File: src/rtl/led_blink_pattern_player_macros.svh
// Assertion macros for the LED blink pattern player.
// Included by the top level; needs nothing else.
`ifndef LED_BLINK_PATTERN_PLAYER_MACROS_SVH
`define LED_BLINK_PATTERN_PLAYER_MACROS_SVH

// Clocked assertion, switched off while reset is high
`define BLP_ASSERT(label, clk, rst, prop, msg) \
   label: assert property (@(posedge clk) disable iff (rst) prop) else $error(msg);

// Clocked assertion that also holds across reset
`define BLP_ASSERT_ALWAYS(label, clk, prop, msg) \
   label: assert property (@(posedge clk) prop) else $error(msg);

`endif

File: src/rtl/blp_pkg.sv
// Shared types and constants of the LED blink pattern player.
// No dependencies; every other file but the macros header imports it.
package blp_pkg;

   // Default step store depth
   localparam int BLP_MAX_STEPS = 16;

   // Configuration port geometry
   localparam int CSR_ADDR_W = 2;
   localparam int CSR_DATA_W = 32;
   localparam logic [CSR_ADDR_W-1:0] CSR_LIT_LEVEL_ADDR = 2'd0;
   localparam logic LIT_LEVEL_RESET = 1'b1;

   // Item operation codes
   typedef enum logic [1:0] {
      OP_TICK       = 2'd0,
      OP_WRITE_STEP = 2'd1,
      OP_SET_REPEAT = 2'd2,
      OP_SIGNAL     = 2'd3
   } blp_op_type;

   typedef struct packed {
      blp_op_type         op;
      logic               pattern_select;
      logic [3:0]         step_index;
      logic signed [15:0] step_delay;
      logic [4:0]         pattern_length;
   } blp_item_type;

   // Engine state after an item, before the pin polarity is applied
   typedef struct packed {
      logic       lit;
      logic       sig_on;
      logic [3:0] next_step;
   } blp_result_type;

   // Registered engine status
   typedef struct packed {
      logic running;
      logic lit;
      logic sig_on;
   } blp_status_type;

endpackage

File: src/rtl/blp_channels.sv
// Valid/ready channel interfaces for items and results.
// Depends on blp_pkg.
interface blp_req_if import blp_pkg::*; ();
   logic               valid;
   logic               ready;
   blp_op_type         op;
   logic               pattern_select;
   logic [3:0]         step_index;
   logic signed [15:0] step_delay;
   logic [4:0]         pattern_length;

   modport source (output valid, op, pattern_select, step_index, step_delay,
                   pattern_length, input ready);
   modport sink   (input valid, op, pattern_select, step_index, step_delay,
                   pattern_length, output ready);
endinterface

interface blp_rsp_if import blp_pkg::*; ();
   logic       valid;
   logic       ready;
   logic       led_pin;
   logic       signal_playing;
   logic [3:0] next_step;

   modport source (output valid, led_pin, signal_playing, next_step, input ready);
   modport sink   (input valid, led_pin, signal_playing, next_step, output ready);
endinterface

File: src/rtl/blp_csr.sv
// APB-style configuration register block: holds the pin level that lights the LED.
// Depends on blp_pkg.
module blp_csr import blp_pkg::*; (
   input  logic                  clock,
   input  logic                  reset,
   input  logic                  csr_psel,
   input  logic                  csr_penable,
   input  logic                  csr_pwrite,
   input  logic [CSR_ADDR_W-1:0] csr_paddr,
   input  logic [CSR_DATA_W-1:0] csr_pwdata,
   output logic [CSR_DATA_W-1:0] csr_prdata,
   output logic                  csr_pready,
   output logic                  lit_level
);

   logic lit_level_ff;
   logic lit_level_in;
   logic wr_en;

   assign csr_pready = 1'b1;
   assign wr_en = csr_psel && csr_penable && csr_pwrite && csr_pready
                  && (csr_paddr == CSR_LIT_LEVEL_ADDR);
   assign lit_level_in = wr_en ? csr_pwdata[0] : lit_level_ff;

   always_ff @(posedge clock) begin
      if (reset) begin
         lit_level_ff <= LIT_LEVEL_RESET;
      end else begin
         lit_level_ff <= lit_level_in;
      end
   end

   // Read mux
   always_comb begin
      csr_prdata = '0;
      if (csr_paddr == CSR_LIT_LEVEL_ADDR) begin
         csr_prdata = CSR_DATA_W'(lit_level_ff);
      end
   end

   assign lit_level = lit_level_ff;

endmodule

File: src/rtl/blp_engine.sv
// Sequencer state, step stores and the state update for each item.
// Depends on blp_pkg.
module blp_engine import blp_pkg::*; #(
   parameter int MAX_STEPS = BLP_MAX_STEPS
) (
   input  logic           clock,
   input  logic           reset,
   input  logic           fire,
   input  blp_item_type   item,
   output blp_result_type result,
   output blp_status_type status
);

   localparam int PW = (MAX_STEPS > 1) ? $clog2(MAX_STEPS) : 1;
   localparam int CW = $clog2(MAX_STEPS + 1);

   // Step stores, no reset
   logic [15:0] rep_store_ff [MAX_STEPS];
   logic [15:0] sig_store_ff [MAX_STEPS];

   logic [CW-1:0] rep_count_ff, rep_count_in;
   logic [CW-1:0] sig_count_ff, sig_count_in;
   logic          sig_on_ff, sig_on_in;
   logic [PW-1:0] pos_ff, pos_in;
   logic [14:0]   remaining_ff, remaining_in;
   logic          running_ff, running_in;
   logic          lit_ff, lit_in;

   logic [CW-1:0] len_c;
   logic          do_load;
   logic          sig_on_mid;
   logic [PW-1:0] pos_mid;
   logic [14:0]   remaining_dec;

   logic [CW-1:0] ld_count;
   logic [PW-1:0] ld_idx;
   logic [15:0]   raw;
   logic [15:0]   neg_raw;
   logic [14:0]   mag_sat;
   logic [14:0]   ld_mag;
   logic [CW-1:0] ld_next_wide;
   logic [PW-1:0] ld_next;
   logic          wr_ok;

   // Length saturates at the store depth
   assign len_c = (32'(item.pattern_length) > MAX_STEPS) ? CW'(MAX_STEPS)
                                                          : CW'(item.pattern_length);

   // Operation decode
   always_comb begin
      rep_count_in  = rep_count_ff;
      sig_count_in  = sig_count_ff;
      sig_on_mid    = sig_on_ff;
      pos_mid       = pos_ff;
      do_load       = 1'b0;
      remaining_dec = remaining_ff;
      unique case (item.op)
         OP_TICK: begin
            if (running_ff) begin
               if (remaining_ff > 15'd1) begin
                  remaining_dec = remaining_ff - 15'd1;
               end else begin
                  do_load = 1'b1;
               end
            end
         end
         OP_WRITE_STEP: begin
         end
         OP_SET_REPEAT: begin
            rep_count_in = len_c;
            if (!sig_on_ff) begin
               pos_mid = '0;
               do_load = 1'b1;
            end
         end
         OP_SIGNAL: begin
            // a cancel with no signal running is dropped
            if (sig_on_ff || (len_c != '0)) begin
               sig_count_in = len_c;
               sig_on_mid   = (len_c != '0);
               pos_mid      = '0;
               do_load      = 1'b1;
            end
         end
         default: begin
         end
      endcase
   end

   // Step load: fetch, magnitude, next position
   assign ld_count = sig_on_mid ? sig_count_in : rep_count_in;
   assign ld_idx   = (CW'(pos_mid) < ld_count) ? pos_mid : '0;
   assign raw      = sig_on_mid ? sig_store_ff[ld_idx] : rep_store_ff[ld_idx];
   assign neg_raw  = ~raw + 16'd1;
   assign mag_sat  = raw[15] ? ((raw == 16'h8000) ? 15'h7FFF : neg_raw[14:0])
                             : raw[14:0];
   assign ld_mag   = (mag_sat == 15'd0) ? 15'd1 : mag_sat;
   assign ld_next_wide = CW'(ld_idx) + CW'(1);
   assign ld_next  = (ld_next_wide >= ld_count) ? '0 : PW'(ld_next_wide);

   // Next state
   always_comb begin
      running_in   = running_ff;
      lit_in       = lit_ff;
      remaining_in = remaining_dec;
      pos_in       = pos_mid;
      sig_on_in    = sig_on_mid;
      if (do_load) begin
         if (ld_count == '0) begin
            running_in   = 1'b0;
            lit_in       = 1'b0;
            remaining_in = remaining_ff;
         end else begin
            running_in   = 1'b1;
            lit_in       = !raw[15] && (raw != 16'd0);
            remaining_in = ld_mag;
            pos_in       = ld_next;
            sig_on_in    = sig_on_mid && (ld_next != '0);
         end
      end
   end

   always_ff @(posedge clock) begin
      if (reset) begin
         rep_count_ff <= '0;
         sig_count_ff <= '0;
         sig_on_ff    <= 1'b0;
         pos_ff       <= '0;
         remaining_ff <= '0;
         running_ff   <= 1'b0;
         lit_ff       <= 1'b0;
      end else if (fire) begin
         rep_count_ff <= rep_count_in;
         sig_count_ff <= sig_count_in;
         sig_on_ff    <= sig_on_in;
         pos_ff       <= pos_in;
         remaining_ff <= remaining_in;
         running_ff   <= running_in;
         lit_ff       <= lit_in;
      end
   end

   // Store writes; slots past the depth are dropped
   assign wr_ok = fire && (item.op == OP_WRITE_STEP) && (32'(item.step_index) < MAX_STEPS);

   always_ff @(posedge clock) begin
      if (wr_ok) begin
         if (item.pattern_select) begin
            sig_store_ff[PW'(item.step_index)] <= item.step_delay;
         end else begin
            rep_store_ff[PW'(item.step_index)] <= item.step_delay;
         end
      end
   end

   assign result.lit       = lit_in;
   assign result.sig_on    = sig_on_in;
   assign result.next_step = 4'(pos_in);

   assign status.running = running_ff;
   assign status.lit     = lit_ff;
   assign status.sig_on  = sig_on_ff;

endmodule

File: src/rtl/led_blink_pattern_player.sv
// LED blink pattern player, top level.
// Items pass an input register, then a result register; the input register moves on
// only when the result register is empty or being taken.
// Throughput: one item per cycle while the result side is ready.
// Reset clears the sequencer state, the channel stages and sets the lit level to 1;
// step stores are not cleared, and there is no clearing pass.
`include "led_blink_pattern_player_macros.svh"
module led_blink_pattern_player import blp_pkg::*; #(
   parameter int MAX_STEPS = BLP_MAX_STEPS
) (
   input  logic                  clock,
   input  logic                  reset,
   blp_req_if.sink               req_if,
   blp_rsp_if.source             rsp_if,
   input  logic                  csr_psel,
   input  logic                  csr_penable,
   input  logic                  csr_pwrite,
   input  logic [CSR_ADDR_W-1:0] csr_paddr,
   input  logic [CSR_DATA_W-1:0] csr_pwdata,
   output logic [CSR_DATA_W-1:0] csr_prdata,
   output logic                  csr_pready
);

   logic           lit_level;
   logic           in_valid_ff, in_valid_in;
   blp_item_type   in_item_ff;
   logic           rsp_valid_ff, rsp_valid_in;
   logic           led_pin_ff;
   logic           signal_playing_ff;
   logic [3:0]     next_step_ff;
   logic           advance;
   logic           req_fire;
   blp_result_type eng_result;
   blp_status_type eng_status;

   blp_csr u_csr (
      .clock       (clock),
      .reset       (reset),
      .csr_psel    (csr_psel),
      .csr_penable (csr_penable),
      .csr_pwrite  (csr_pwrite),
      .csr_paddr   (csr_paddr),
      .csr_pwdata  (csr_pwdata),
      .csr_prdata  (csr_prdata),
      .csr_pready  (csr_pready),
      .lit_level   (lit_level)
   );

   // Handshake: input stage moves on when the result register is empty or being taken
   assign advance       = in_valid_ff && (!rsp_valid_ff || rsp_if.ready);
   assign req_if.ready  = !in_valid_ff || advance;
   assign req_fire      = req_if.valid && req_if.ready;
   assign in_valid_in   = req_fire || (in_valid_ff && !advance);
   assign rsp_valid_in  = advance || (rsp_valid_ff && !rsp_if.ready);

   always_ff @(posedge clock) begin
      if (reset) begin
         in_valid_ff  <= 1'b0;
         rsp_valid_ff <= 1'b0;
      end else begin
         in_valid_ff  <= in_valid_in;
         rsp_valid_ff <= rsp_valid_in;
      end
   end

   // Input item register
   always_ff @(posedge clock) begin
      if (req_fire) begin
         in_item_ff.op             <= req_if.op;
         in_item_ff.pattern_select <= req_if.pattern_select;
         in_item_ff.step_index     <= req_if.step_index;
         in_item_ff.step_delay     <= req_if.step_delay;
         in_item_ff.pattern_length <= req_if.pattern_length;
      end
   end

   blp_engine #(
      .MAX_STEPS (MAX_STEPS)
   ) u_engine (
      .clock  (clock),
      .reset  (reset),
      .fire   (advance),
      .item   (in_item_ff),
      .result (eng_result),
      .status (eng_status)
   );

   // Result register, pin polarity applied here
   always_ff @(posedge clock) begin
      if (advance) begin
         led_pin_ff        <= eng_result.lit ? lit_level : !lit_level;
         signal_playing_ff <= eng_result.sig_on;
         next_step_ff      <= eng_result.next_step;
      end
   end

   assign rsp_if.valid          = rsp_valid_ff;
   assign rsp_if.led_pin        = led_pin_ff;
   assign rsp_if.signal_playing = signal_playing_ff;
   assign rsp_if.next_step      = next_step_ff;

   // Checks
   `BLP_ASSERT(a_advance_fills, clock, reset, advance |=> rsp_valid_ff, "item lost")
   `BLP_ASSERT(a_dark_stopped, clock, reset, !eng_status.running |-> !eng_status.lit, "lit stopped")
   `BLP_ASSERT(a_flag_tracks, clock, reset, advance |=> (signal_playing_ff == eng_status.sig_on), "flag")
   `BLP_ASSERT_ALWAYS(a_reset_empties, clock, reset |=> (!rsp_valid_ff && !in_valid_ff), "not empty")

endmodule

File: src/flat_wrapper.sv
// flat-port wrapper written by rule: the top's interface ports become plain ports
module led_blink_pattern_player_flat import blp_pkg::*;
#(
   parameter int MAX_STEPS = BLP_MAX_STEPS
)
  (clock, reset, csr_psel, csr_penable, csr_pwrite, csr_paddr, csr_pwdata, csr_prdata, csr_pready, req_if_valid, req_if_op, req_if_pattern_select, req_if_step_index, req_if_step_delay, req_if_pattern_length, req_if_ready, rsp_if_valid, rsp_if_led_pin, rsp_if_signal_playing, rsp_if_next_step, rsp_if_ready);
  blp_req_if req_if_i ();
  blp_rsp_if rsp_if_i ();
  input  logic clock;
  input  logic reset;
  input  logic csr_psel;
  input  logic csr_penable;
  input  logic csr_pwrite;
  input  logic [CSR_ADDR_W-1:0] csr_paddr;
  input  logic [CSR_DATA_W-1:0] csr_pwdata;
  output logic [CSR_DATA_W-1:0] csr_prdata;
  output logic csr_pready;
  input wire logic [$bits(req_if_i.valid)-1:0] req_if_valid;
  input wire logic [$bits(req_if_i.op)-1:0] req_if_op;
  input wire logic [$bits(req_if_i.pattern_select)-1:0] req_if_pattern_select;
  input wire logic [$bits(req_if_i.step_index)-1:0] req_if_step_index;
  input wire logic [$bits(req_if_i.step_delay)-1:0] req_if_step_delay;
  input wire logic [$bits(req_if_i.pattern_length)-1:0] req_if_pattern_length;
  output wire logic [$bits(req_if_i.ready)-1:0] req_if_ready;
  output wire logic [$bits(rsp_if_i.valid)-1:0] rsp_if_valid;
  output wire logic [$bits(rsp_if_i.led_pin)-1:0] rsp_if_led_pin;
  output wire logic [$bits(rsp_if_i.signal_playing)-1:0] rsp_if_signal_playing;
  output wire logic [$bits(rsp_if_i.next_step)-1:0] rsp_if_next_step;
  input wire logic [$bits(rsp_if_i.ready)-1:0] rsp_if_ready;
  assign req_if_i.valid = req_if_valid;
  assign req_if_i.op = req_if_op;
  assign req_if_i.pattern_select = req_if_pattern_select;
  assign req_if_i.step_index = req_if_step_index;
  assign req_if_i.step_delay = req_if_step_delay;
  assign req_if_i.pattern_length = req_if_pattern_length;
  assign req_if_ready = req_if_i.ready;
  assign rsp_if_valid = rsp_if_i.valid;
  assign rsp_if_led_pin = rsp_if_i.led_pin;
  assign rsp_if_signal_playing = rsp_if_i.signal_playing;
  assign rsp_if_next_step = rsp_if_i.next_step;
  assign rsp_if_i.ready = rsp_if_ready;
  led_blink_pattern_player #(.MAX_STEPS(MAX_STEPS)) u_core (.clock(clock), .reset(reset), .req_if(req_if_i), .rsp_if(rsp_if_i), .csr_psel(csr_psel), .csr_penable(csr_penable), .csr_pwrite(csr_pwrite), .csr_paddr(csr_paddr), .csr_pwdata(csr_pwdata), .csr_prdata(csr_prdata), .csr_pready(csr_pready));
endmodule
File: config.mk
export PLATFORM = sky130hd
export DESIGN_NAME = led_blink_pattern_player_flat
export DESIGN_NICKNAME = d
export VERILOG_FILES = /design/src/rtl/blp_pkg.sv /design/src/rtl/blp_channels.sv /design/src/rtl/blp_csr.sv /design/src/rtl/blp_engine.sv /design/src/rtl/led_blink_pattern_player.sv /design/src/flat_wrapper.sv
export VERILOG_INCLUDE_DIRS = /design/src /design/src/rtl
export SDC_FILE = /design/constraint.sdc
export NUM_CORES = 1
export LEC_CHECK = 0
export BUFFER_PORTS_ARGS = -buffer_cell sky130_fd_sc_hd__buf_2
export CAP_MARGIN = 10
export CORE_MARGIN = 3
export CORE_UTILIZATION = 35
export DETAILED_ROUTE_END_ITERATION = 16
export PLACE_DENSITY_LB_ADDON = 0.1
export SYNTH_ARGS = -nofsm -noshare
export SYNTH_HDL_FRONTEND = slang
export SYNTH_HIERARCHICAL = 1
export SYNTH_SLANG_ARGS = --single-unit
File: constraint.sdc
create_clock -name clock -period 21.7 [get_ports clock]
set_clock_uncertainty 0.15 [all_clocks]
set_input_delay 3.255 -clock clock [delete_from_list [all_inputs] [get_ports clock]]
set_output_delay 3.255 -clock clock [all_outputs]
set_load 0.02 [all_outputs]
After elaboration in Yosys (flattened, before gate mapping)
Memory sizes are Yosys's and may differ from the RTL's.
Cells that the tools add are included.
{"block": "word_totals", "elab_cells": 107, "out_inout_bits": 41, "reg_bits": 69, "inputBits": 69, "mem_bits_rw": 512, "mem_count": 2}
{"block": "op_classes", "muxes": 41, "n_bitwise": 1, "order_cmp": 4, "reduce_logical": 33, "n_addsub": 3, "n_eq_ne": 5}
{"memory": "u_core.u_engine.rep_store_ff", "depth": 16, "word_bits": 16, "rd": 1, "rd_ports_with_merged_regs": 0, "wr": 1, "line_no": "blp_engine.sv:18", "rtl": "logic [15:0] rep_store_ff [MAX_STEPS];"}
{"memory": "u_core.u_engine.sig_store_ff", "depth": 16, "word_bits": 16, "rd": 1, "rd_ports_with_merged_regs": 0, "wr": 1, "line_no": "blp_engine.sv:19", "rtl": "logic [15:0] sig_store_ff [MAX_STEPS];"}
{"op": "15-bit 2-to-1 mux", "count": 8}
{"op": "5-bit 2-to-1 mux", "count": 5}
{"op": "4-bit 2-to-1 mux", "count": 6}
{"op": "1-bit 2-to-1 mux", "count": 19}
{"op": "16-bit == test, second input constant", "count": 1}
{"op": "16-bit 2-to-1 mux", "count": 1}
{"op": "16-bit nonzero test", "count": 1}
{"op": "15-bit by 1-bit adder with 15-bit output, second input constant", "count": 1}
{"op": "15-bit by 1-bit greater-than comparator with 1-bit output, second input constant", "count": 1}
{"op": "15-bit zero test", "count": 1}
{"op": "15-bit NOT", "count": 1}
{"op": "15-bit by 1-bit subtractor with 15-bit output, second input constant", "count": 1}
{"op": "1-bit logical AND", "count": 10}
{"op": "4-bit one-hot mux with 2 select lines", "count": 1}
{"op": "1-bit zero test", "count": 6}
{"op": "2-bit nonzero test", "count": 3}
{"op": "4-bit by 1-bit adder with 5-bit output, second input constant", "count": 1}
{"op": "5-bit >= comparator", "count": 1}
{"op": "5-bit greater-than comparator, second input constant", "count": 1}
{"op": "5-bit zero test", "count": 1}
{"op": "1-bit logical OR", "count": 5}
{"op": "4-bit by 5-bit less-than comparator with 1-bit output", "count": 1}
{"op": "5-bit AND reduction", "count": 1}
{"op": "5-bit nonzero test", "count": 1}
{"op": "other kinds (7)", "count": 9}

Logic depth before layout (Yosys ltp)
Gate-level depths: netlist of run 1.
An unclocked memory read counts as a cell.
{"block": "depth", "ltp_word": 19, "mapped_depth": 30, "ltp_nobuf": 24}

Cells and area by module
The synthesis of run 1 kept the hierarchy.
{"mod": "blp_engine", "area_each_um2": 24059.3, "n_inst": 1, "cells_per_inst": 1867, "seq_area_each_um2": 16015.4}
{"mod": "led_blink_pattern_player", "area_each_um2": 1133.6, "n_inst": 1, "cells_per_inst": 45, "seq_area_each_um2": 1061.0}
{"mod": "blp_csr", "area_each_um2": 302.8, "n_inst": 1, "cells_per_inst": 41, "seq_area_each_um2": 20.0}

Worst setup path before layout of run 1
OpenSTA, ideal clock, no wires.
{"block": "synth_timing", "kind": "reg2reg", "startpoint": "register u_core/in_item_ff[3] in the netlist's numbering", "endpoint": "register u_core.u_engine.remaining_ff[0]", "setup_slack_ps": 14574, "setup_time_ps": 88, "stages_incl_launch_ff": 27, "arrival_ps": 6888, "n_path_buf": 4, "period_less_slack_ps": 7126, "t_required_ps": 21462, "path_cell_list": "edfxtp_1 > or4_1 > o22ai_1 > clkbuf_1 > clkbuf_1 > buf_1 > o211ai_1 > o21ai_0 > ha_1 > and2_1 > a221oi_2 > a21oi_4 > nor2_1 > buf_2 > and3_1 > a2111oi_0 > or4_1 > a211oi_2 > inv_1 > ha_1 > inv_1 > xnor2_1 > a21oi_1 > or4_1 > or4_1 > or3_1 > a311oi_2"}
{"block": "synth_via", "elab_chain_cells": 19, "word_cells_on_any_way": 34, "cone_classes": "1 x add/sub; 2 x order compare; 2 x eq/ne; 18 x mux; 1 x bitwise; 8 x reduce/logical; 2 x memory"}
{"element": "from (decl)", "line_no": "led_blink_pattern_player.sv:26", "rtl": "blp_item_type in_item_ff;"}
{"element": "5-bit greater-than comparator", "line_no": "blp_engine.sv:46", "rtl": "assign len_c = (32'(item.pattern_length) > MAX_STEPS) ? CW'(MAX_STEPS)"}
{"element": "5-bit 2-to-1 mux (*)", "line_no": "blp_engine.sv:46"}
{"element": "5-bit nonzero test", "line_no": "blp_engine.sv:78, blp_engine.sv:80"}
{"element": "1-bit logical OR", "line_no": "blp_engine.sv:78", "rtl": "if (sig_on_ff || (len_c != '0)) begin"}
{"element": "5-bit 2-to-1 mux or 1-bit 2-to-1 mux (tied branches)", "line_no": "blp_engine.sv:78"}
{"element": "5-bit 2-to-1 mux or 1-bit 2-to-1 mux (tied branches)", "line_no": "blp_engine.sv:57", "rtl": "unique case (item.op)"}
{"element": "5-bit 2-to-1 mux", "line_no": "blp_engine.sv:91", "rtl": "assign ld_count = sig_on_mid ? sig_count_in : rep_count_in;"}
{"element": "4-bit by 5-bit less-than comparator with 1-bit output", "line_no": "blp_engine.sv:92", "rtl": "assign ld_idx = (CW'(pos_mid) < ld_count) ? pos_mid : '0;"}
{"element": "(+2 left out)"}
{"element": "16-bit 2-to-1 mux", "line_no": "blp_engine.sv:93", "rtl": "assign raw = sig_on_mid ? sig_store_ff[ld_idx] : rep_store_ff[ld_idx];"}
{"element": "15-bit NOT", "line_no": "blp_engine.sv:94", "rtl": "assign neg_raw = ~raw + 16'd1;"}
{"element": "15-bit by 1-bit adder with 15-bit output", "line_no": "blp_engine.sv:94"}
{"element": "15-bit 2-to-1 mux (2 in a row)", "line_no": "blp_engine.sv:95", "rtl": "assign mag_sat = raw[15] ? ((raw == 16'h8000) ? 15'h7FFF : neg_raw[14:0])"}
{"element": "15-bit zero test", "line_no": "blp_engine.sv:97", "rtl": "assign ld_mag = (mag_sat == 15'd0) ? 15'd1 : mag_sat;"}
{"element": "15-bit 2-to-1 mux", "line_no": "blp_engine.sv:97"}
{"element": "15-bit 2-to-1 mux", "line_no": "blp_engine.sv:109", "rtl": "if (ld_count == '0) begin"}
{"element": "15-bit 2-to-1 mux", "line_no": "blp_engine.sv:108", "rtl": "if (do_load) begin"}
{"element": "to (signal assigned)", "line_no": "blp_engine.sv:137", "rtl": "remaining_ff <= remaining_in;"}
{"element": "to (decl)", "line_no": "blp_engine.sv:25", "rtl": "logic [14:0] remaining_ff, remaining_in;"}
Mark *: on every way between the ends. The rest lies on a longest branch, timed or not. The select of a mux whose other input is x is not followed.
A chain may end at the register's enable or synchronous reset.

Worst setup path after layout of run 1
{"block": "layout_timing", "startpoint": "register u_core/in_item_ff[27] in the netlist's numbering", "endpoint": "register u_core.u_engine.remaining_ff[0]"}
{"block": "layout_via", "elab_chain_cells": 15, "word_cells_on_any_way": 29, "cone_classes": "1 x add/sub; 1 x order compare; 4 x eq/ne; 13 x mux; 1 x bitwise; 7 x reduce/logical; 2 x memory"}
{"element": "2-bit == test", "line_no": "blp_engine.sv:57"}
{"element": "5-bit 2-to-1 mux or 1-bit 2-to-1 mux (tied branches)", "line_no": "blp_engine.sv:57"}
{"element": "5-bit 2-to-1 mux", "line_no": "blp_engine.sv:91"}
{"element": "4-bit by 5-bit less-than comparator with 1-bit output", "line_no": "blp_engine.sv:92"}
{"element": "4-bit 2-to-1 mux", "line_no": "blp_engine.sv:92"}
{"element": "memory 16 x 16 bit, on equally long branches"}
{"element": "16-bit 2-to-1 mux", "line_no": "blp_engine.sv:93"}
{"element": "15-bit NOT", "line_no": "blp_engine.sv:94"}
{"element": "15-bit by 1-bit adder with 15-bit output", "line_no": "blp_engine.sv:94"}
{"element": "15-bit 2-to-1 mux (2 in a row)", "line_no": "blp_engine.sv:95"}
{"element": "15-bit zero test", "line_no": "blp_engine.sv:97"}
{"element": "15-bit 2-to-1 mux", "line_no": "blp_engine.sv:97"}
{"element": "15-bit 2-to-1 mux", "line_no": "blp_engine.sv:109"}
{"element": "15-bit 2-to-1 mux", "line_no": "blp_engine.sv:108"}
Several ways; a longest one is shown, not always the timed one. The select of a mux whose other input is x is not followed.

==> flow_metrics.env, run 1 <==
export IMPL_drive_gt1_frac=0.148
export IMPL_crit_path_start="u_core/in_item_ff[27]"
export IMPL_dp_slack_ns=12.41
export IMPL_finalSetupViolCount=0
export IMPL_min_period_ns=9.43
export IMPL_die_y_um=276
export IMPL_rsz0062_at_grt="false"
export IMPL_synth_cells=1950
export IMPL_worstMarginPinSlew_ns=1.34
export IMPL_grt_usage=0.244
export IMPL_area_growth_pct=14.0
export IMPL_io_buffers=46
export IMPL_fin_cells=3010
export IMPL_wirelength_um=93500
export IMPL_postCtsHoldBufs=0
export IMPL_drv_slew=0
export IMPL_clkTransAtPathRegs_ns=0.05
export IMPL_hold_path_cell_count=2
export IMPL_cts_tree="built"
export IMPL_min_delay_start="u_core/u_engine/lit_ff"
export IMPL_rows=98
export IMPL_crit_type="reg -> reg"
export IMPL_slowest_delay_ns=0.75
export IMPL_outcome="complete, no violations"
export IMPL_nets=2091
export IMPL_critPathLaunchType="flop"
export IMPL_hold_class="reg -> reg"
export IMPL_post_drt_wl_per_cell_um=31.1
export IMPL_crit_path_max_fanout=46
export IMPL_synth_area_um2=25500
export IMPL_ff_latch_area_um2=17100
export IMPL_ctsResizeCount=0
export IMPL_most_common_layout_cells="edfxtp_1 (546), nand2_1 (126), nor2_1 (123), a21oi_1 (92), buf_4 (86)"
export IMPL_fill_cells=6774
export IMPL_layout_setup_ws_ns=12.27
export IMPL_grt_pass1_vias=17041
export IMPL_drt_iter0_markers=1993
export IMPL_ant_nets=0
export IMPL_clk_path_buf_depth=3
export IMPL_drt_pass1_iterations=5
export IMPL_clock_latency_ns=0.62
export IMPL_cp_slowest_cell="edfxtp_1"
export IMPL_power_density_nw_per_um2=86.6
export IMPL_cp_end_kind="flop"
export IMPL_diodes=0
export IMPL_vdd_drop_max_mv=0.0459
export IMPL_leakage_uw=0.00930
export IMPL_slew_headroom=0.102
export IMPL_crit_chain="nand2_1 -> a21oi_1 -> a21oi_1 -> o21ai_0 -> ha_1 -> o21ai_0 -> o21bai_1 -> a21boi_4 -> buf_4 -> buf_4 -> nor3_1 -> nor4_1 -> a211oi_1 -> or4_1 -> a211oi_2 -> inv_1 -> ha_1 -> inv_1 -> xnor2_1 -> a21oi_1 -> or4_1 -> or4_1 -> or3_1 -> a311oi_2"
export IMPL_die_area_um2=76100
export IMPL_hold_viol=0
export IMPL_period_share=0.435
export IMPL_ys_warn_count=6
export IMPL_cts_root_buf="clkbuf_16"
export IMPL_max_freq_ghz=0.106
export IMPL_fin_util=0.404
export IMPL_place_hpwl_um=56100
export IMPL_multiInputGateArea_um2=7710
export IMPL_place_congestion=0.852
export IMPL_grt_overflow=0
export IMPL_drc=0
export IMPL_layout_cells_most_common="edfxtp_1"
export IMPL_cp_required_ns=22.06
export IMPL_ctsHtreeMaxLevel=3
export IMPL_die_w_um=276
export IMPL_start_util=0.355
export IMPL_clock_sinks=581
export IMPL_numCtsBuffers=68
export IMPL_fin_tns_setup_ns=0
export IMPL_avgSynthCellArea_um2=13.1
export IMPL_reg2reg_depth=24
export IMPL_io_pins=110
export IMPL_cp_arrival_ns=9.79
export IMPL_rr_startpoint="u_core/in_item_ff[27]"
export IMPL_vias=17882
export IMPL_core_um2=71900
export IMPL_maxCapViolCount=0
export IMPL_grt_pass1_wl_um=131000
export IMPL_dpl_cell_count=2890
export IMPL_grt_max_degree=111
export IMPL_holdWs_ns=0.308
export IMPL_cts_setup_buffers=0
export IMPL_antenna_found_initial=3
export IMPL_vias_per_cell=5.94
routing by layer:
layer	vias up	wire, um	GRT usage
li1	7807	-	-
met1	9121	40000	0.337
met2	775	42500	0.377
met3	177	7090	0.0479
met4	2	3910	0.100
met5	-	20	0
report_power, final:
group	switching, uW	internal [uW]
clock	465	623
combinational	139	45.1
sequential	9.54	1230
path summary, 6_finish.rpt:
check / to / slack, ns
min: u_core/u_engine/lit_ff / 0.31
min reg2reg: u_core/u_engine/lit_ff / 0.31
max reg2reg: u_core/u_engine/remaining_ff[0] / 12.27
max: u_core/u_engine/remaining_ff[0] / 12.27
worst max-delay path: cells and delay by family, from the launching register on:
kind            cells  cell delay, ns
simple gates        7            2.63
fa+ha+maj           2            0.59
xor+xnor            1            0.13
compound gates     10            3.57
buf+inv             4            1.41
flops               1            0.75
per-stage QoR:
step	total power [uW]	instance area, um2
3_3_place_gp	1450	27000
4_1_cts	2530	29000
2_1_floorplan	1370	25600
6_report	2510	29000
5_1_grt	2590	29000
3_5_place_dp	1450	27000
sequential cells by signal (all words and copies together) (netlist names):
register,count
u_core/u_engine/lit_ff,1
u_core/u_csr/lit_level,1
u_core/rsp_if.next_step,4
u_core/rsp_if.led_pin,1
u_core/u_engine/running_ff,1
u_core/in_valid_ff,1
u_core/rsp_if.valid,1
u_core/u_engine/pos_ff,4
u_core/u_engine/sig_on_ff,1
u_core/rsp_if.signal_playing,1
u_core/in_item_ff,28
u_core/u_engine/sig_store_ff,256
u_core/u_engine/rep_store_ff,256
u_core/u_engine/sig_count_ff,5
u_core/u_engine/rep_count_ff,5
u_core/u_engine/remaining_ff,15
cell type report:
class | instances | share of cell area
Clock buffer | 89 | 0.0635
Clock inverter | 31 | 0.00771
Inverter | 20 | 0.00267
Multi-Input combinational cell | 1206 | 0.266
Sequential cell | 581 | 0.589
Tap cell | 950 | 0.0409
Timing Repair Buffer | 133 | 0.0309
No activity file was read; power rests on OpenSTA's default activity.
==> inputs of run 2 (changes only) <==
clock period = 9 ns   (was 21.7 ns; I/O delays follow)
==> flow_metrics.env, run 2 (synthesized netlist as in run 1, its figures left out) <==
export IMPL_cts_setup_buffers=0
export IMPL_seq_power_share=0.488
export IMPL_power_net_switching_uw=1490
export IMPL_power_density_nw_per_um2=210
export IMPL_reg2reg_to="u_core/u_engine/remaining_ff[0]"
export IMPL_grt_usage=0.245
export IMPL_rsz0062_at_grt="false"
export IMPL_worstMarginPinSlew_ns=1.34
export IMPL_maxCapViolCount=0
export IMPL_swShare=0.242
export IMPL_postCtsHoldBufs=0
export IMPL_vdd_drop_max_mv=0.150
export IMPL_p_clk_frac=0.440
export IMPL_min_delay_start="u_core/u_engine/sig_count_ff[1]"
export IMPL_crit_type="reg -> reg"
export IMPL_leakage_uw=0.00945
export IMPL_ctsResizeCount=0
export IMPL_area_growth_pct=15.2
export IMPL_grt_overflow=0
export IMPL_cts_tree="built"
export IMPL_finalPower_uw=6150
export IMPL_start_util=0.355
export IMPL_grt_max_degree=86
export IMPL_post_drt_wl_per_cell_um=31.0
export IMPL_critPathLaunchType="flop"
export IMPL_hold_viol=0
export IMPL_hold_class="reg -> reg"
export IMPL_wirelength_um=93900
export IMPL_stdcell_area_um2=29300
export IMPL_hold_path_cell_count=2
export IMPL_place_congestion=0.864
export IMPL_layout_cells_most_common="edfxtp_1"
export IMPL_grt_pass1_vias=17383
export IMPL_period_share=0.900
export IMPL_placed_cell_area_um2=27100
export IMPL_p_int_uw=4660
export IMPL_antenna_found_initial=3
export IMPL_fin_tns_setup_ns=0
export IMPL_drt_pass1_iterations=5
export IMPL_crit_family="simple AND/OR/NAND/NOR gates"
export IMPL_fin_util=0.408
export IMPL_finalSetupViolCount=0
export IMPL_cp_required_ns=9.35
export IMPL_die_y_um=276
export IMPL_crit_top_cell="nand2_1"
export IMPL_rows=98
export IMPL_drv_slew=0
export IMPL_io_pins=110
export IMPL_min_period_ns=8.10
export IMPL_place_hpwl_um=56800
export IMPL_holdWs_ns=0.309
export IMPL_clock_latency_ns=0.61
export IMPL_diodes=0
export IMPL_vias=18161
export IMPL_outcome="complete, no violations"
export IMPL_crit_chain="nand2_1 -> a21oi_1 -> a21oi_1 -> o21ai_0 -> ha_1 -> and2_1 -> a221o_1 -> o21ai_1 -> nand2_1 -> nor4_1 -> a211oi_1 -> or4_1 -> a211oi_2 -> inv_1 -> ha_1 -> o2111ai_1 -> nor4b_2 -> buf_4 -> nand2_1 -> nand3_1 -> or4_1 -> or3_1 -> a311oi_2"
export IMPL_numCtsBuffers=68
export IMPL_reg2reg_slack_ns=0.90
export IMPL_clk_path_buf_depth=3
export IMPL_clock_sinks=581
export IMPL_worst_path_buf_inv=2
export IMPL_crit_path_max_fanout=11
export IMPL_die_area_um2=76100
export IMPL_die_w_um=276
export IMPL_reg2reg_depth=23
export IMPL_combPwrFrac=0.072
export IMPL_grt_pass1_wl_um=132000
export IMPL_slowest_delay_ns=0.60
export IMPL_io_buffers=46
export IMPL_slew_headroom=0.105
export IMPL_cp_slowest_cell="a211oi_2"
export IMPL_nets=2111
export IMPL_reg_top3="u_core/u_engine/rep_store_ff x256, u_core/u_engine/sig_store_ff x256, u_core/in_item_ff x28"
export IMPL_most_common_layout_cells="edfxtp_1 (546), nand2_1 (127), nor2_1 (123), buf_4 (102), a21oi_1 (92)"
export IMPL_cts_root_buf="clkbuf_16"
export IMPL_core_um2=71900
export IMPL_max_freq_ghz=0.123
export IMPL_ant_nets=0
export IMPL_drt_iter0_markers=2039
export IMPL_rr_startpoint="u_core/in_item_ff[26]"
export IMPL_cp_end_kind="flop"
export IMPL_clkTransAtPathRegs_ns=0.06
export IMPL_min_to="u_core/u_engine/sig_count_ff[1]"
export IMPL_cp_arrival_ns=8.46
export IMPL_ctsHtreeMaxLevel=3
export IMPL_drive_gt1_frac=0.160
export IMPL_vias_per_cell=5.99
export IMPL_drc=0
run 2: changes by cell type in the layout (fill, tap and decap cells not counted), sizes merged:
cell and delta:
clkinvlp +2, clkbuf -12, inv -1, bufinv +3, clkinv +8, buf +20
run 2: layer usage:
| layer | part of all wire | track usage | vias to the layer above |
|---|---|---|---|
| met5 | 0 | 0 | - |
| met4 | 0.031 | 0.0744 | 0 |
| met3 | 0.074 | 0.0464 | 157 |
| met2 | 0.46 | 0.393 | 796 |
| met1 | 0.43 | 0.339 | 9371 |
| li1 | - | - | 7837 |
run 2: area by class of cell:
cell class                 count  area, um2
clock inverter                43        379
multi-input combinational   1206       7710
tap                          950       1190
fill                        6812      42500
sequential                   581      17100
timing repair buffer         153       1100
inverter                      20       77.6
clock buffer                  77       1790
run 2: metrics by stage:
| stage | cells | worst slack [ns] |
|---|---|---|
| after floorplan | 1980 | 1.87 |
| after global placement | 2909 | 1.10 |
| after detailed placement | 2909 | 1.06 |
| after CTS | 3029 | 1.05 |
| after global routing | 3030 | 0.527 |
| final | 3030 | 0.897 |
run 2: worst reg2reg max path, stage by stage, from the launching register on:
cell       delay, ns
edfxtp_1        0.52
nand2_1         0.23
a21oi_1         0.58
a21oi_1         0.13
o21ai_0         0.50
ha_1            0.34
and2_1          0.18
a221o_1         0.45
o21ai_1         0.26
nand2_1         0.51
nor4_1          0.46
a211oi_1        0.09
or4_1           0.55
a211oi_2        0.60
inv_1           0.18
ha_1            0.26
o2111ai_1       0.21
nor4b_2         0.10
buf_4           0.18
nand2_1         0.28
nand3_1         0.11
or4_1           0.50
or3_1           0.39
a311oi_2        0.23
run 2: how the worst max path moves through the flow:
stage | from | end | depth (start not counted)
after floorplan | u_core/in_item_ff[3] | u_core/u_engine/remaining_ff[0] | 26
after CTS | u_core/in_item_ff[26] | u_core/u_engine/remaining_ff[0] | 23
after detailed placement | u_core/in_item_ff[26] | u_core/u_engine/remaining_ff[0] | 23
final | u_core/in_item_ff[26] | u_core/u_engine/remaining_ff[0] | 23
after global routing | u_core/in_item_ff[26] | u_core/u_engine/remaining_ff[0] | 23
after global placement | u_core/in_item_ff[26] | u_core/u_engine/remaining_ff[0] | 23
run 2: power groups by stage:
stage	logic (uW)	clock network (uW)	registers, uW
detailed placement	433	0	3060
global route	469	2870	3000
CTS	435	2760	3010
floorplan	254	0	3060
global placement	431	0	3060
finish	441	2710	3000
==> inputs of run 3 (changes only) <==
CORE_ASPECT_RATIO = 0.8   (was not set)
CORE_UTILIZATION = 33   (was 35)
SYNTH_HIERARCHICAL = not set   (was 1)
==> flow_metrics.env, run 3 <==
export IMPL_crit_path_max_fanout=16
export IMPL_drt_iter0_markers=1855
export IMPL_postCtsHoldBufs=0
export IMPL_min_period_ns=8.00
export IMPL_cts_setup_buffers=0
export IMPL_place_congestion=0.828
export IMPL_clock_sinks=581
export IMPL_multiInputGateArea_um2=7360
export IMPL_die_w_um=315
export IMPL_cp_required_ns=9.33
export IMPL_clkTransAtPathRegs_ns=0.07
export IMPL_fin_util=0.381
export IMPL_max_freq_ghz=0.125
export IMPL_most_common_layout_cells="edfxtp_1 (546), nand2_1 (150), nor2_1 (143), buf_4 (87), a21oi_1 (81)"
export IMPL_ys_warn_count=0
export IMPL_start_util=0.337
export IMPL_ys_seq_elements=581
export IMPL_core_um2=74700
export IMPL_grt_max_degree=71
export IMPL_slew_headroom=0.158
export IMPL_nets=2040
export IMPL_vias_per_cell=5.60
export IMPL_synth_cells=1896
export IMPL_hold_class="reg -> reg"
export IMPL_place_hpwl_um=53300
export IMPL_reg_top3="u_core.u_engine.rep_store_ff x256, u_core.u_engine.sig_store_ff x256, u_core.in_item_ff x28"
export IMPL_synth_top_area_cell="edfxtp_1"
export IMPL_worstMarginPinSlew_ns=1.26
export IMPL_leakage_uw=0.00951
export IMPL_critPathLaunchType="flop"
export IMPL_layout_cells_most_common="edfxtp_1"
export IMPL_cts_root_buf="clkbuf_16"
export IMPL_drc=0
export IMPL_reg2reg_slack_ns=1.00
export IMPL_drv_slew=0
export IMPL_cts_tree="built"
export IMPL_rsz0062_at_grt="false"
export IMPL_antenna_found_initial=2
export IMPL_reg2reg_depth=22
export IMPL_synth_ff_type="edfxtp_1"
export IMPL_synth_area_um2=25200
export IMPL_clk_path_buf_depth=3
export IMPL_die_y_um=253
export IMPL_io_buffers=46
export IMPL_ctsHtreeMaxLevel=2
export IMPL_ff_latch_area_um2=17100
export IMPL_ys_seq_area_frac=0.679
export IMPL_power_density_nw_per_um2=206
export IMPL_synth_commonest_cells="edfxtp_1 (546), nor2_1 (167), nand2_1 (152), a21oi_1 (82), o21ai_0 (79)"
export IMPL_wirelength_um=85400
export IMPL_die_area_um2=79700
export IMPL_avgSynthCellArea_um2=13.3
export IMPL_grt_pass1_vias=16060
export IMPL_grt_usage=0.211
export IMPL_grt_pass1_wl_um=121000
export IMPL_hold_path_cell_count=2
export IMPL_crit_chain="nand2_1 -> nand2_1 -> o21ai_1 -> buf_4 -> o21ai_0 -> ha_1 -> a21o_1 -> a21o_1 -> or4b_4 -> o22ai_4 -> nor2_1 -> o31a_1 -> a211oi_2 -> ha_1 -> nor3b_2 -> and4bb_1 -> nand3_1 -> o2111a_1 -> o32ai_1 -> nor4_1 -> o311ai_1 -> a31oi_1"
export IMPL_fin_tns_setup_ns=0
export IMPL_yosysMostFrequentCell="edfxtp_1"
export IMPL_grt_overflow=0
export IMPL_ctsResizeCount=0
export IMPL_area_growth_pct=13.0
export IMPL_yosys_top_cells_area="edfxtp_1 (65%), dfxtp_1 (2.8%), nor2_1 (2.5%)"
export IMPL_grt_met2_usage=0.296
export IMPL_numCtsBuffers=58
export IMPL_cp_slowest_cell="o21ai_0"
export IMPL_post_drt_wl_per_cell_um=28.4
export IMPL_slowest_delay_ns=0.68
export IMPL_io_pins=110
export IMPL_synth_edff_count=546
export IMPL_period_share=0.889
export IMPL_cp_end_kind="flop"
export IMPL_yosys_area_top_type_share=0.651
export IMPL_crit_type="reg -> reg"
export IMPL_ant_nets=0
export IMPL_drive_gt1_frac=0.150
export IMPL_drt_pass1_iterations=5
export IMPL_ys_types=104
export IMPL_busiest_layer="met1"
export IMPL_vdd_drop_max_mv=0.140
export IMPL_met1_usage=0.328
export IMPL_clock_latency_ns=0.63
export IMPL_gr_usage_met3=0.0486
export IMPL_maxCapViolCount=0
export IMPL_fill_cells=7096
export IMPL_finalSetupViolCount=0
export IMPL_holdWs_ns=0.332
export IMPL_ys_async_sr_fraction=0
export IMPL_cp_arrival_ns=8.32
export IMPL_hold_viol=0
export IMPL_rows=89
export IMPL_vias=16832
export IMPL_outcome="complete, no violations"
## run 3: cells by family after synthesis
| kind of cell | share of synthesized area |
|---|---|
| AO/OA/AOI/OAI | 0.138 |
| XOR/XNOR | 0.00382 |
| adder cells (fa/ha/maj) | 0.00596 |
| buffers and inverters | 0.0394 |
| flip-flops | 0.679 |
| multiplexers | 0.0243 |
| other | 0.000298 |
| AND/OR/NAND/NOR | 0.109 |
## run 3: layer usage
layer  share of wire  up-vias
li1                -     7465
met1            0.48     8653
met2            0.42      619
met3           0.079       95
met4           0.021        0
met5               0        -
## run 3: layout make-up
type,instances,area share
flip-flops and latches,581,0.600
multi-input cells,1159,0.259
clock buffers,73,0.0537
well taps,1001,0.0440
repair buffers,137,0.0333
clock inverters,30,0.00677
inverters,22,0.00290
diodes,2,0.000176
## run 3: stage by stage
step	instances	total power (uW)	worst slack [ns]	area, um2
after floorplan	1926	3410	2.88	25300
after CTS	3002	5920	1.18	28500
after detailed placement	2899	3630	1.22	26700
after global placement	2899	3620	1.30	26700
final	3005	5880	1.00	28500
after global routing	3003	6080	0.540	28500
## run 3: final timing paths
kind | startpoint | endpoint
worst max-delay path | u_core.in_item_ff[27] | u_core.u_engine.remaining_ff[0]
worst min-delay path | u_core.u_engine.pos_ff[3] | u_core.u_engine.pos_ff[3]
worst max register to register | u_core.in_item_ff[27] | u_core.u_engine.remaining_ff[0]
worst min register to register | u_core.u_engine.pos_ff[3] | u_core.u_engine.pos_ff[3]
## run 3: power by group
part	switching [uW]	leakage [uW]	total [uW]	internal, uW
logic	409	0.00344	567	158
registers	36.5	0.00522	3010	2970
clock network	1050	0.000848	2300	1250
## run 3: worst max-delay path: cells and delay by family (launching register included)
kind / cells / cell delay (ns)
flip-flops: 1 / 0.67
adder cells (fa/ha/maj): 2 / 0.67
AO/OA/AOI/OAI: 11 / 3.48
AND/OR/NAND/NOR: 8 / 2.57
buffers and inverters: 1 / 0.24
